### config.mk
export PLATFORM = sky130hd
export DESIGN_NAME = websocket_frame_deframer
export DESIGN_NICKNAME = d
export VERILOG_FILES = /design/src/hw/rtl/wsd_pkg.sv /design/src/hw/rtl/wsd_parser.sv /design/src/hw/rtl/websocket_frame_deframer.sv
export SDC_FILE = /design/constraint.sdc
export NUM_CORES = 1
export LEC_CHECK = 0
export ABC_CLOCK_PERIOD_IN_PS = 8800
export BUFFER_PORTS_ARGS = -buffer_cell sky130_fd_sc_hd__buf_2
export CORE_UTILIZATION = 55
export CTS_CLUSTER_DIAMETER = 60
export DETAILED_ROUTE_END_ITERATION = 12
export PLACE_DENSITY_LB_ADDON = 0.08
export SLEW_MARGIN = 15
export SYNTH_ARGS = -nofsm -noshare
export SYNTH_HDL_FRONTEND = slang
export SYNTH_SLANG_ARGS = --single-unit
### constraint.sdc
create_clock -name clk -period 8.8 [get_ports clk]
set_clock_uncertainty 0.05 [all_clocks]
set_input_delay 1.32 -clock clk [delete_from_list [all_inputs] [get_ports clk]]
set_output_delay 1.32 -clock clk [all_outputs]
set_load 0.01 [all_outputs]
### src/hw/rtl/wsd_pkg.sv
// shared types and constants for the websocket frame deframer
// no dependencies; used by wsd_parser and websocket_frame_deframer
package wsd_pkg;

  typedef enum logic [2:0] {
    PH_FIRST   = 3'd0,
    PH_SECOND  = 3'd1,
    PH_EXTLEN  = 3'd2,
    PH_KEY     = 3'd3,
    PH_PAYLOAD = 3'd4
  } wsd_phase_t;

  localparam logic [6:0] LEN16_CODE   = 7'd126;
  localparam logic [6:0] LEN64_CODE   = 7'd127;
  localparam logic [2:0] EXT16_COUNT  = 3'd1;
  localparam logic [2:0] EXT64_COUNT  = 3'd7;
  localparam logic [2:0] KEY_COUNT    = 3'd3;
  localparam logic       KIND_HEADER  = 1'b0;
  localparam logic       KIND_PAYLOAD = 1'b1;

  typedef struct packed {
    logic        kind;
    logic        fin_bit;
    logic [2:0]  rsv_bits;
    logic [3:0]  opcode;
    logic        masked;
    logic [63:0] payload_length;
    logic [7:0]  payload_byte;
    logic        last;
  } wsd_result_t;

  function automatic logic [7:0] key_byte(input logic [31:0] key, input logic [1:0] idx);
    logic [7:0] kb;
    case (idx)
      2'd0:    kb = key[31:24];
      2'd1:    kb = key[23:16];
      2'd2:    kb = key[15:8];
      default: kb = key[7:0];
    endcase
    return kb;
  endfunction

endpackage

### src/hw/rtl/wsd_parser.sv
// frame parser: phase state machine, length and key collection, payload unmasking
// depends on wsd_pkg; produces at most one result per accepted word
module wsd_parser import wsd_pkg::*; (
  input  logic        clk,
  input  logic        rst,
  input  logic        accept,
  input  logic [7:0]  rx_byte,
  output logic        res_valid,
  output wsd_result_t res
);

  wsd_phase_t  phase, phase_next;
  logic [2:0]  byte_count, byte_count_next;
  logic [7:0]  first_byte_fields, first_byte_fields_next;
  logic        mask_flag, mask_flag_next;
  logic [63:0] length_accum, length_accum_next;
  logic [31:0] mask_key, mask_key_next;
  logic [63:0] remaining, remaining_next;
  logic [1:0]  key_index, key_index_next;

  logic        after_len;
  logic        fin_header;
  logic [63:0] rem_dec;
  logic        hdr_last;

  assign rem_dec  = remaining - 64'd1;
  assign hdr_last = (length_accum_next == 64'd0);

  always_comb begin
    phase_next             = phase;
    byte_count_next        = byte_count;
    first_byte_fields_next = first_byte_fields;
    mask_flag_next         = mask_flag;
    length_accum_next      = length_accum;
    mask_key_next          = mask_key;
    remaining_next         = remaining;
    key_index_next         = key_index;
    after_len              = 1'b0;
    fin_header             = 1'b0;
    res_valid              = 1'b0;
    res                    = '0;

    unique case (phase)
      PH_SECOND: begin
        mask_flag_next = rx_byte[7];
        if (rx_byte[6:0] == LEN16_CODE) begin
          length_accum_next = '0;
          byte_count_next   = EXT16_COUNT;
          phase_next        = PH_EXTLEN;
        end else if (rx_byte[6:0] == LEN64_CODE) begin
          length_accum_next = '0;
          byte_count_next   = EXT64_COUNT;
          phase_next        = PH_EXTLEN;
        end else begin
          length_accum_next = {57'd0, rx_byte[6:0]};
          after_len         = 1'b1;
        end
      end
      PH_EXTLEN: begin
        length_accum_next = {length_accum[55:0], rx_byte};
        if (byte_count == 3'd0) begin
          after_len = 1'b1;
        end else begin
          byte_count_next = byte_count - 3'd1;
        end
      end
      PH_KEY: begin
        mask_key_next = {mask_key[23:0], rx_byte};
        if (byte_count == 3'd0) begin
          fin_header = 1'b1;
        end else begin
          byte_count_next = byte_count - 3'd1;
        end
      end
      PH_PAYLOAD: begin
        remaining_next     = rem_dec;
        key_index_next     = key_index + 2'd1;
        res_valid          = 1'b1;
        res.kind           = KIND_PAYLOAD;
        res.payload_byte   = mask_flag ? (rx_byte ^ key_byte(mask_key, key_index)) : rx_byte;
        res.last           = (rem_dec == 64'd0);
        if (rem_dec == 64'd0) begin
          phase_next = PH_FIRST;
        end
      end
      default: begin
        first_byte_fields_next = rx_byte;
        mask_flag_next         = 1'b0;
        length_accum_next      = '0;
        mask_key_next          = '0;
        remaining_next         = '0;
        key_index_next         = '0;
        byte_count_next        = '0;
        phase_next             = PH_SECOND;
      end
    endcase

    if (after_len) begin
      mask_key_next = '0;
      if (mask_flag_next) begin
        byte_count_next = KEY_COUNT;
        phase_next      = PH_KEY;
      end else begin
        fin_header = 1'b1;
      end
    end

    if (fin_header) begin
      remaining_next   = length_accum_next;
      key_index_next   = '0;
      phase_next       = hdr_last ? PH_FIRST : PH_PAYLOAD;
      res_valid        = 1'b1;
      res.kind         = KIND_HEADER;
      res.payload_byte = '0;
      res.last         = hdr_last;
    end

    res.fin_bit        = first_byte_fields_next[7];
    res.rsv_bits       = first_byte_fields_next[6:4];
    res.opcode         = first_byte_fields_next[3:0];
    res.masked         = mask_flag_next;
    res.payload_length = length_accum_next;
  end

  always_ff @(posedge clk) begin
    if (rst) begin
      phase             <= PH_FIRST;
      byte_count        <= '0;
      first_byte_fields <= '0;
      mask_flag         <= 1'b0;
      length_accum      <= '0;
      mask_key          <= '0;
      remaining         <= '0;
      key_index         <= '0;
    end else if (accept) begin
      phase             <= phase_next;
      byte_count        <= byte_count_next;
      first_byte_fields <= first_byte_fields_next;
      mask_flag         <= mask_flag_next;
      length_accum      <= length_accum_next;
      mask_key          <= mask_key_next;
      remaining         <= remaining_next;
      key_index         <= key_index_next;
    end
  end

endmodule

### src/hw/rtl/websocket_frame_deframer.sv
// websocket frame deframer: takes one stream byte per word, yields header and payload words
// channels: in_valid/in_stall with rx_byte; out_valid/out_stall with the result fields
// depends on wsd_pkg and wsd_parser
//
// usage:
//   every accepted input word is one byte of a back-to-back frame stream
//   a header word (kind 0) comes out when the header, with any extended length
//   and masking key, is complete; then one payload word (kind 1) per payload byte,
//   already unmasked; last marks the final word of each frame (the header word
//   itself when the length is zero)
//   each result is registered in the output stage, or in the skid stage when the output word is held
//   throughput: one byte per cycle while in_stall is low, set by the single parser stage
//   the output register is backed by a one-word skid stage, so a byte is still
//   taken while a result waits; in_stall rises only when both are full, and comes
//   straight from a register
//   reset (rst, synchronous) returns the parser to the first header byte and
//   empties both output stages
//   while out_valid and out_stall are both high the output word holds steady
module websocket_frame_deframer import wsd_pkg::*; (
  input  logic        clk,
  input  logic        rst,
  input  logic        in_valid,
  output logic        in_stall,
  input  logic [7:0]  rx_byte,
  output logic        out_valid,
  input  logic        out_stall,
  output logic        kind,
  output logic        fin_bit,
  output logic [2:0]  rsv_bits,
  output logic [3:0]  opcode,
  output logic        masked,
  output logic [63:0] payload_length,
  output logic [7:0]  payload_byte,
  output logic        last
);

  logic        accept;
  logic        res_valid;
  wsd_result_t res;
  wsd_result_t out_res;
  wsd_result_t skid_res;
  logic        skid_valid;
  logic        out_free;

  assign in_stall = skid_valid;
  assign accept   = in_valid && !skid_valid;
  assign out_free = !out_valid || !out_stall;

  wsd_parser u_parser (
    .clk       (clk),
    .rst       (rst),
    .accept    (accept),
    .rx_byte   (rx_byte),
    .res_valid (res_valid),
    .res       (res)
  );

  always_ff @(posedge clk) begin
    if (rst) begin
      out_valid  <= 1'b0;
      skid_valid <= 1'b0;
    end else if (out_free) begin
      out_valid  <= skid_valid || (accept && res_valid);
      skid_valid <= 1'b0;
    end else if (accept && res_valid) begin
      skid_valid <= 1'b1;
    end
  end

  always_ff @(posedge clk) begin
    if (out_free) begin
      if (skid_valid) begin
        out_res <= skid_res;
      end else if (accept && res_valid) begin
        out_res <= res;
      end
    end else if (accept && res_valid) begin
      skid_res <= res;
    end
  end

  assign kind           = out_res.kind;
  assign fin_bit        = out_res.fin_bit;
  assign rsv_bits       = out_res.rsv_bits;
  assign opcode         = out_res.opcode;
  assign masked         = out_res.masked;
  assign payload_length = out_res.payload_length;
  assign payload_byte   = out_res.payload_byte;
  assign last           = out_res.last;

  // skid stage only fills behind a held output word
  assert property (@(posedge clk) disable iff (rst) skid_valid |-> out_valid)
    else $error("skid word present with empty output stage");

  assert property (@(posedge clk) disable iff (rst)
    (out_valid && kind == KIND_HEADER) |-> (last == (payload_length == 64'd0)))
    else $error("header word last flag disagrees with payload length");

  assert property (@(posedge clk) disable iff (rst)
    (out_valid && kind == KIND_HEADER) |-> (payload_byte == 8'd0))
    else $error("header word carries a payload byte");

  assert property (@(posedge clk) disable iff (rst)
    (out_valid && out_stall && skid_valid) |=> (out_valid && skid_valid))
    else $error("stalled output lost a buffered word");

endmodule
Yosys cells after proc, flatten, opt, wreduce, memory -nomap -nowiden

Cells that the tools add are included.

Flip-flop bits (word level): 345
Input bits: 12

Reduce and logical (&&, ||, !) cells: 23
$add $sub $neg: 3
Multiplexer cells: 42
Eq/ne operators: 10
Bitwise operators: 2

Operator list:

| operator              | count |
|---|---|
| $pmux 64 s3           | 1 |
| $mux 83               | 2 |
| $logic_not 64->1      | 2 |
| $mux 64               | 2 |
| $pmux 64 s2           | 1 |
| $pmux 32 s2           | 1 |
| $sub 64x1->64 const B | 1 |
| $mux 3                | 12 |
| $mux 32               | 1 |
| $mux 8                | 3 |
| $pmux 8 s3            | 1 |
| $mux 9                | 2 |
| $pmux 3 s3            | 2 |
| $eq 7x7->1 const B    | 2 |
| $mux 1                | 9 |
| $reduce_or 3->1       | 3 |
| $reduce_and 2->1      | 4 |
| $xor 8x8->8           | 1 |
| $mux 7                | 1 |
| $eq 3x2->1 const B    | 2 |
| $reduce_or 2->1       | 3 |
| $ne 2x1->1 const B    | 2 |
| $pmux 1 s2            | 2 |
| $pmux 2 s2            | 1 |
| 15 further kinds      | 19 |

Depth between registers and ports, before layout

Word-level depth: 9
Depth in mapped cells: 15

By module

From an unflattened synthesis, not the netlist that was laid out.

Cells, all modules: 1619
Area total of the unflattened synthesis: 16512.1 um^2

By module, submodules not included:

| module                   | area an instance (um^2) | instances | cells an instance |
|---|---|---|---|
| wsd_parser               | 10253.6                 | 1         | 1350 |
| websocket_frame_deframer | 6258.5                  | 1         | 269 |

Least setup slack after synthesis

No wires, ideal clock.

Path type: input to register
From: input port rx_byte[7]
To: register skid_res[0] (netlist bit) (enable)
Cell stages on the path: 8
Arrival time: 8.908 ns
Required time: 8.103 ns
Buffers on the path: 2
Setup slack: -0.805 ns
Path through: a22oi_1 o21a_1 inv_1 o41ai_1 nand2b_1 clkbuf_1 clkbuf_1 a211oi_1

RTL lines:

| element                | line                           | RTL |
|---|---|---|
| start: declaration     | websocket_frame_deframer.sv:24 | `input logic [7:0] rx_byte,` |
| end signal: assignment | websocket_frame_deframer.sv:78 | `skid_res <= res;` |
| end: declaration       | websocket_frame_deframer.sv:41 | `wsd_result_t skid_res;` |

==> insert_results.sql <==
INSERT INTO impl_metrics (metric_group, metric, value, unit) VALUES
('status', 'status', 'complete, no violations', ''),
('route', 'drt_first_pass_iters', '6', ''),
('clock_network', 'clock_transition_at_the_registers_of_the_reported_paths', '0.06', 'ns'),
('clock_network', 'numClockSinks', '345', ''),
('clock_network', 'cts_setup_buffers', '0', ''),
('final_layout', 'final_layout_size_suffix_gt1_frac', '0.1685', ''),
('floorplan', 'die_height', '177.9', 'um'),
('critical_path', 'timing.critical_path.to_type', 'register', ''),
('pwr', 'seq_power_share', '0.444', ''),
('route', 'drt-initial-drc-count', '1633', ''),
('timing', 'timing.max_slew.rel_slack', '0.2090', ''),
('floorplan', 'fp-row-count', '64', ''),
('clock_network', 'tritoncts', 'done', ''),
('clock_network', 'ctsRootBufferMaster', 'sky130_fd_sc_hd__clkbuf_16', ''),
('pwr', 'combPwrFrac', '0.149', ''),
('pwr', 'clock_power_share', '0.407', ''),
('pwr', 'power_report.internal_total', '2944', 'uW'),
('logic_synthesis', 'yosysTopAreaCell', 'sky130_fd_sc_hd__edfxtp_1', ''),
('critical_path', 'cp_data_required_time', '8.93', 'ns'),
('final_layout', 'multiInputGateArea', '7765', 'sq um'),
('timing', 'timing.setup.tns', '0', 'ns'),
('logic_synthesis', 'synthDominantCellAreaShare', '0.2929', ''),
('logic_synthesis', 'asyncSetResetFlopFracSynth', '0', ''),
('logic_synthesis', 'synth_area', '17020', 'sq um'),
('final_layout', 'register_area', '8576', 'sq um'),
('route', 'wire_per_inst', '21.25', 'um'),
('logic_synthesis', 'postSynthRegisterBits', '345', ''),
('timing', 'finalHoldViolations', '0', ''),
('timing', 'report.final.setup_viol', '0', ''),
('global_routing', 'antenna_found_initial', '2', ''),
('logic_synthesis', 'synthTopCellsByCount', 'sky130_fd_sc_hd__nor2_1 (249), sky130_fd_sc_hd__dfxtp_1 (179), sky130_fd_sc_hd__edfxtp_1 (166), sky130_fd_sc_hd__nand2_1 (164), sky130_fd_sc_hd__clkbuf_1 (117)', ''),
('logic_synthesis', 'postSynthNetCount', '1795', ''),
('logic_synthesis', 'yosysMostFrequentCell', 'sky130_fd_sc_hd__nor2_1', ''),
('pwr', 'p_switching', '1123', 'uW'),
('final_layout', 'final_net_count', '1817', ''),
('timing', 'finalWorstPathRequiredPeriod', '4.864', 'ns'),
('critical_path', 'critical_path.startpoint_type', 'register', ''),
('timing', 'max_clock_freq', '205.6', 'MHz'),
('final_layout', 'insertedDiodeCount', '0', ''),
('logic_synthesis', 'synth-seq-area-share', '0.5034', ''),
('pwr', 'swShare', '0.2761', ''),
('logic_synthesis', 'number_of_different_library_cells_in_the_post_synthesis_netlist', '78', ''),
('timing', 'timing.hold.ws', '0.3996', 'ns'),
('logic_synthesis', 'syn-instance-count', '1775', ''),
('placement', 'port_buffers', '96', ''),
('clock_network', 'clk_latency', '0.54', 'ns'),
('pwr', 'worst_ir_drop_vdd', '0.1303', 'mV'),
('pwr', 'cellPowerDensity', '214.2', 'nW/um^2'),
('placement', 'dp_hpwl', '31120', 'um'),
('final_layout', 'area_delta_synth_final', '11.56', '%'),
('clock_network', 'clock_path_buffers', '3', ''),
('clock_network', 'cts_htree_levels', '2', ''),
('critical_path', 'critical_path_class', 'register to register', ''),
('global_routing', 'grt_first_pass_wirelength', '73120', 'um'),
('global_routing', 'grt.overflow.total', '0', ''),
('route', 'detail-route-antenna-nets', '0', ''),
('timing', 'slew_violations', '0', ''),
('worst_hold_path', 'hold_class', 'register to register', ''),
('critical_path', 'crit_fanout', '70', ''),
('route', 'drcViolationCount', '0', ''),
('logic_synthesis', 'ys.flop_type', 'sky130_fd_sc_hd__dfxtp_1', ''),
('floorplan', 'floorplan.die.width', '177.9', 'um'),
('logic_synthesis', 'synth_enable_flop_cells', '166', ''),
('route', 'routed_wl', '47270', 'um'),
('logic_synthesis', 'synth_area_per_cell', '9.589', 'sq um'),
('critical_path', 'critical_path_arrival', '4.99', 'ns'),
('floorplan', 'core', '30510', 'sq um'),
('pwr', 'total_leakage_power', '0.006872', 'uW'),
('job', 'cap_violations', '0', ''),
('timing', 'min_period_over_period', '0.5527', ''),
('logic_synthesis', 'synth_top_cells_by_area', 'sky130_fd_sc_hd__edfxtp_1 (29%), sky130_fd_sc_hd__dfxtp_1 (21%), sky130_fd_sc_hd__mux2_2 (5.9%)', '');
==> path summary, 6_finish.rpt <==
kind | startpoint | end | slack [ns] | cells past startpoint
hold / removal | u_parser.mask_key[29] | u_parser.mask_key[29] | 0.40 | 2
hold reg to reg | u_parser.mask_key[29] | u_parser.mask_key[29] | 0.40 | 2
setup / recovery | u_parser.phase[1] | payload_length[46] | 3.94 | 11
setup reg to reg | u_parser.phase[1] | payload_length[46] | 3.94 | 11
==> power groups by stage <==
stage	clock network (uW)	logic, uW	registers, uW
6_report	1660	605	1810
5_1_grt	1750	658	1810
4_1_cts	1680	597	1800
3_5_place_dp	0	594	1840
3_3_place_gp	0	588	1840
2_1_floorplan	0	430	1830
==> stage by stage <==
stage	worst slack, ns	total power [uW]	util	std cells	cell area, sq um
floorplan	1.455	2263	-	1775	17030
global placement	3.947	2425	0.5792	2152	17670
detailed placement	3.714	2433	0.5792	2152	17670
CTS	4.031	4079	0.6223	2224	18990
global route	3.709	4219	0.6223	2224	18990
finish	3.936	4066	0.6223	2224	18990
==> per-layer routing <==
layer,GRT usage,routed length (um),vias to the layer above
met3,0.04499,4022,68
met5,0,11,-
li1,-,-,6574
met1,0.4583,21810,6753
met2,0.4317,20450,567
met4,0.07194,971,2
==> state kept, by name, summed over array words and instances (netlist names) <==
register                    flops
u_parser.length_accum          64
u_parser.key_index              2
masked                          1
kind                            1
u_parser.remaining             64
rsv_bits                        3
u_parser.phase                  3
fin_bit                         1
payload_length                 64
u_parser.mask_flag              1
u_parser.byte_count             3
u_parser.first_byte_fields      8
skid_res                       83
in_stall                        1
last                            1
u_parser.mask_key              32
out_valid                       1
opcode                          4
payload_byte                    8
==> placed cells by master, fill, tap and decap left out, types with 12 or more instances in the layout <==
master / synthesis / layout
sky130_fd_sc_hd__a22oi_1: 36 / 36
sky130_fd_sc_hd__a21oi_1: 88 / 87
sky130_fd_sc_hd__edfxtp_1: 166 / 166
sky130_fd_sc_hd__mux2_2: 89 / 89
sky130_fd_sc_hd__buf_4: 0 / 28
sky130_fd_sc_hd__o31ai_1: 18 / 17
sky130_fd_sc_hd__nor4_1: 42 / 42
sky130_fd_sc_hd__buf_2: 6 / 95
sky130_fd_sc_hd__nor3_1: 96 / 96
sky130_fd_sc_hd__nor2_1: 249 / 249
sky130_fd_sc_hd__nand4_1: 14 / 14
sky130_fd_sc_hd__dfxtp_1: 179 / 177
sky130_fd_sc_hd__o21ai_0: 82 / 82
sky130_fd_sc_hd__mux2i_1: 51 / 51
sky130_fd_sc_hd__a211oi_1: 30 / 29
sky130_fd_sc_hd__clkbuf_16: 0 / 44
sky130_fd_sc_hd__or4_1: 12 / 12
sky130_fd_sc_hd__nand3_1: 50 / 50
sky130_fd_sc_hd__o2bb2ai_1: 34 / 34
sky130_fd_sc_hd__nand2_1: 164 / 163
sky130_fd_sc_hd__xnor2_1: 24 / 24
sky130_fd_sc_hd__inv_1: 34 / 33
sky130_fd_sc_hd__xor2_1: 16 / 16
==> layout make-up <==
| class | count | share of cell area |
|---|---|---|
| Inverter | 34 | 0.006722 |
| Tap cell | 396 | 0.02610 |
| Clock inverter | 17 | 0.008698 |
| Timing Repair Buffer | 124 | 0.03717 |
| Sequential cell | 345 | 0.4517 |
| Multi-Input combinational cell | 1253 | 0.4090 |
| Clock buffer | 55 | 0.06069 |
==> critical path, stage by stage, from the launching register on <==
cell and delay (ns):
sky130_fd_sc_hd__dfxtp_1 0.90, sky130_fd_sc_hd__nor2b_1 0.24, sky130_fd_sc_hd__a22oi_1 0.27, sky130_fd_sc_hd__o21a_1 0.22
sky130_fd_sc_hd__inv_1 0.11, sky130_fd_sc_hd__o41ai_1 1.01, sky130_fd_sc_hd__nand2b_1 0.14, sky130_fd_sc_hd__buf_4 0.29
sky130_fd_sc_hd__nand2_1 0.11, sky130_fd_sc_hd__a21oi_1 0.13, sky130_fd_sc_hd__a21oi_4 0.55, sky130_fd_sc_hd__buf_12 0.36
==> cell families (layout without fill, tap and decap cells) <==
kind of cell,count (synthesis),after routing,synth area share
mux,140,140,0.08888
flops,345,345,0.5034
simple gates,693,693,0.1899
xor+xnor,40,40,0.02058
buf+inv,177,230,0.04367
compound gates,372,372,0.1477
fa+ha+maj,8,8,0.005881
Note: power is estimated with default switching activity, not from simulation.
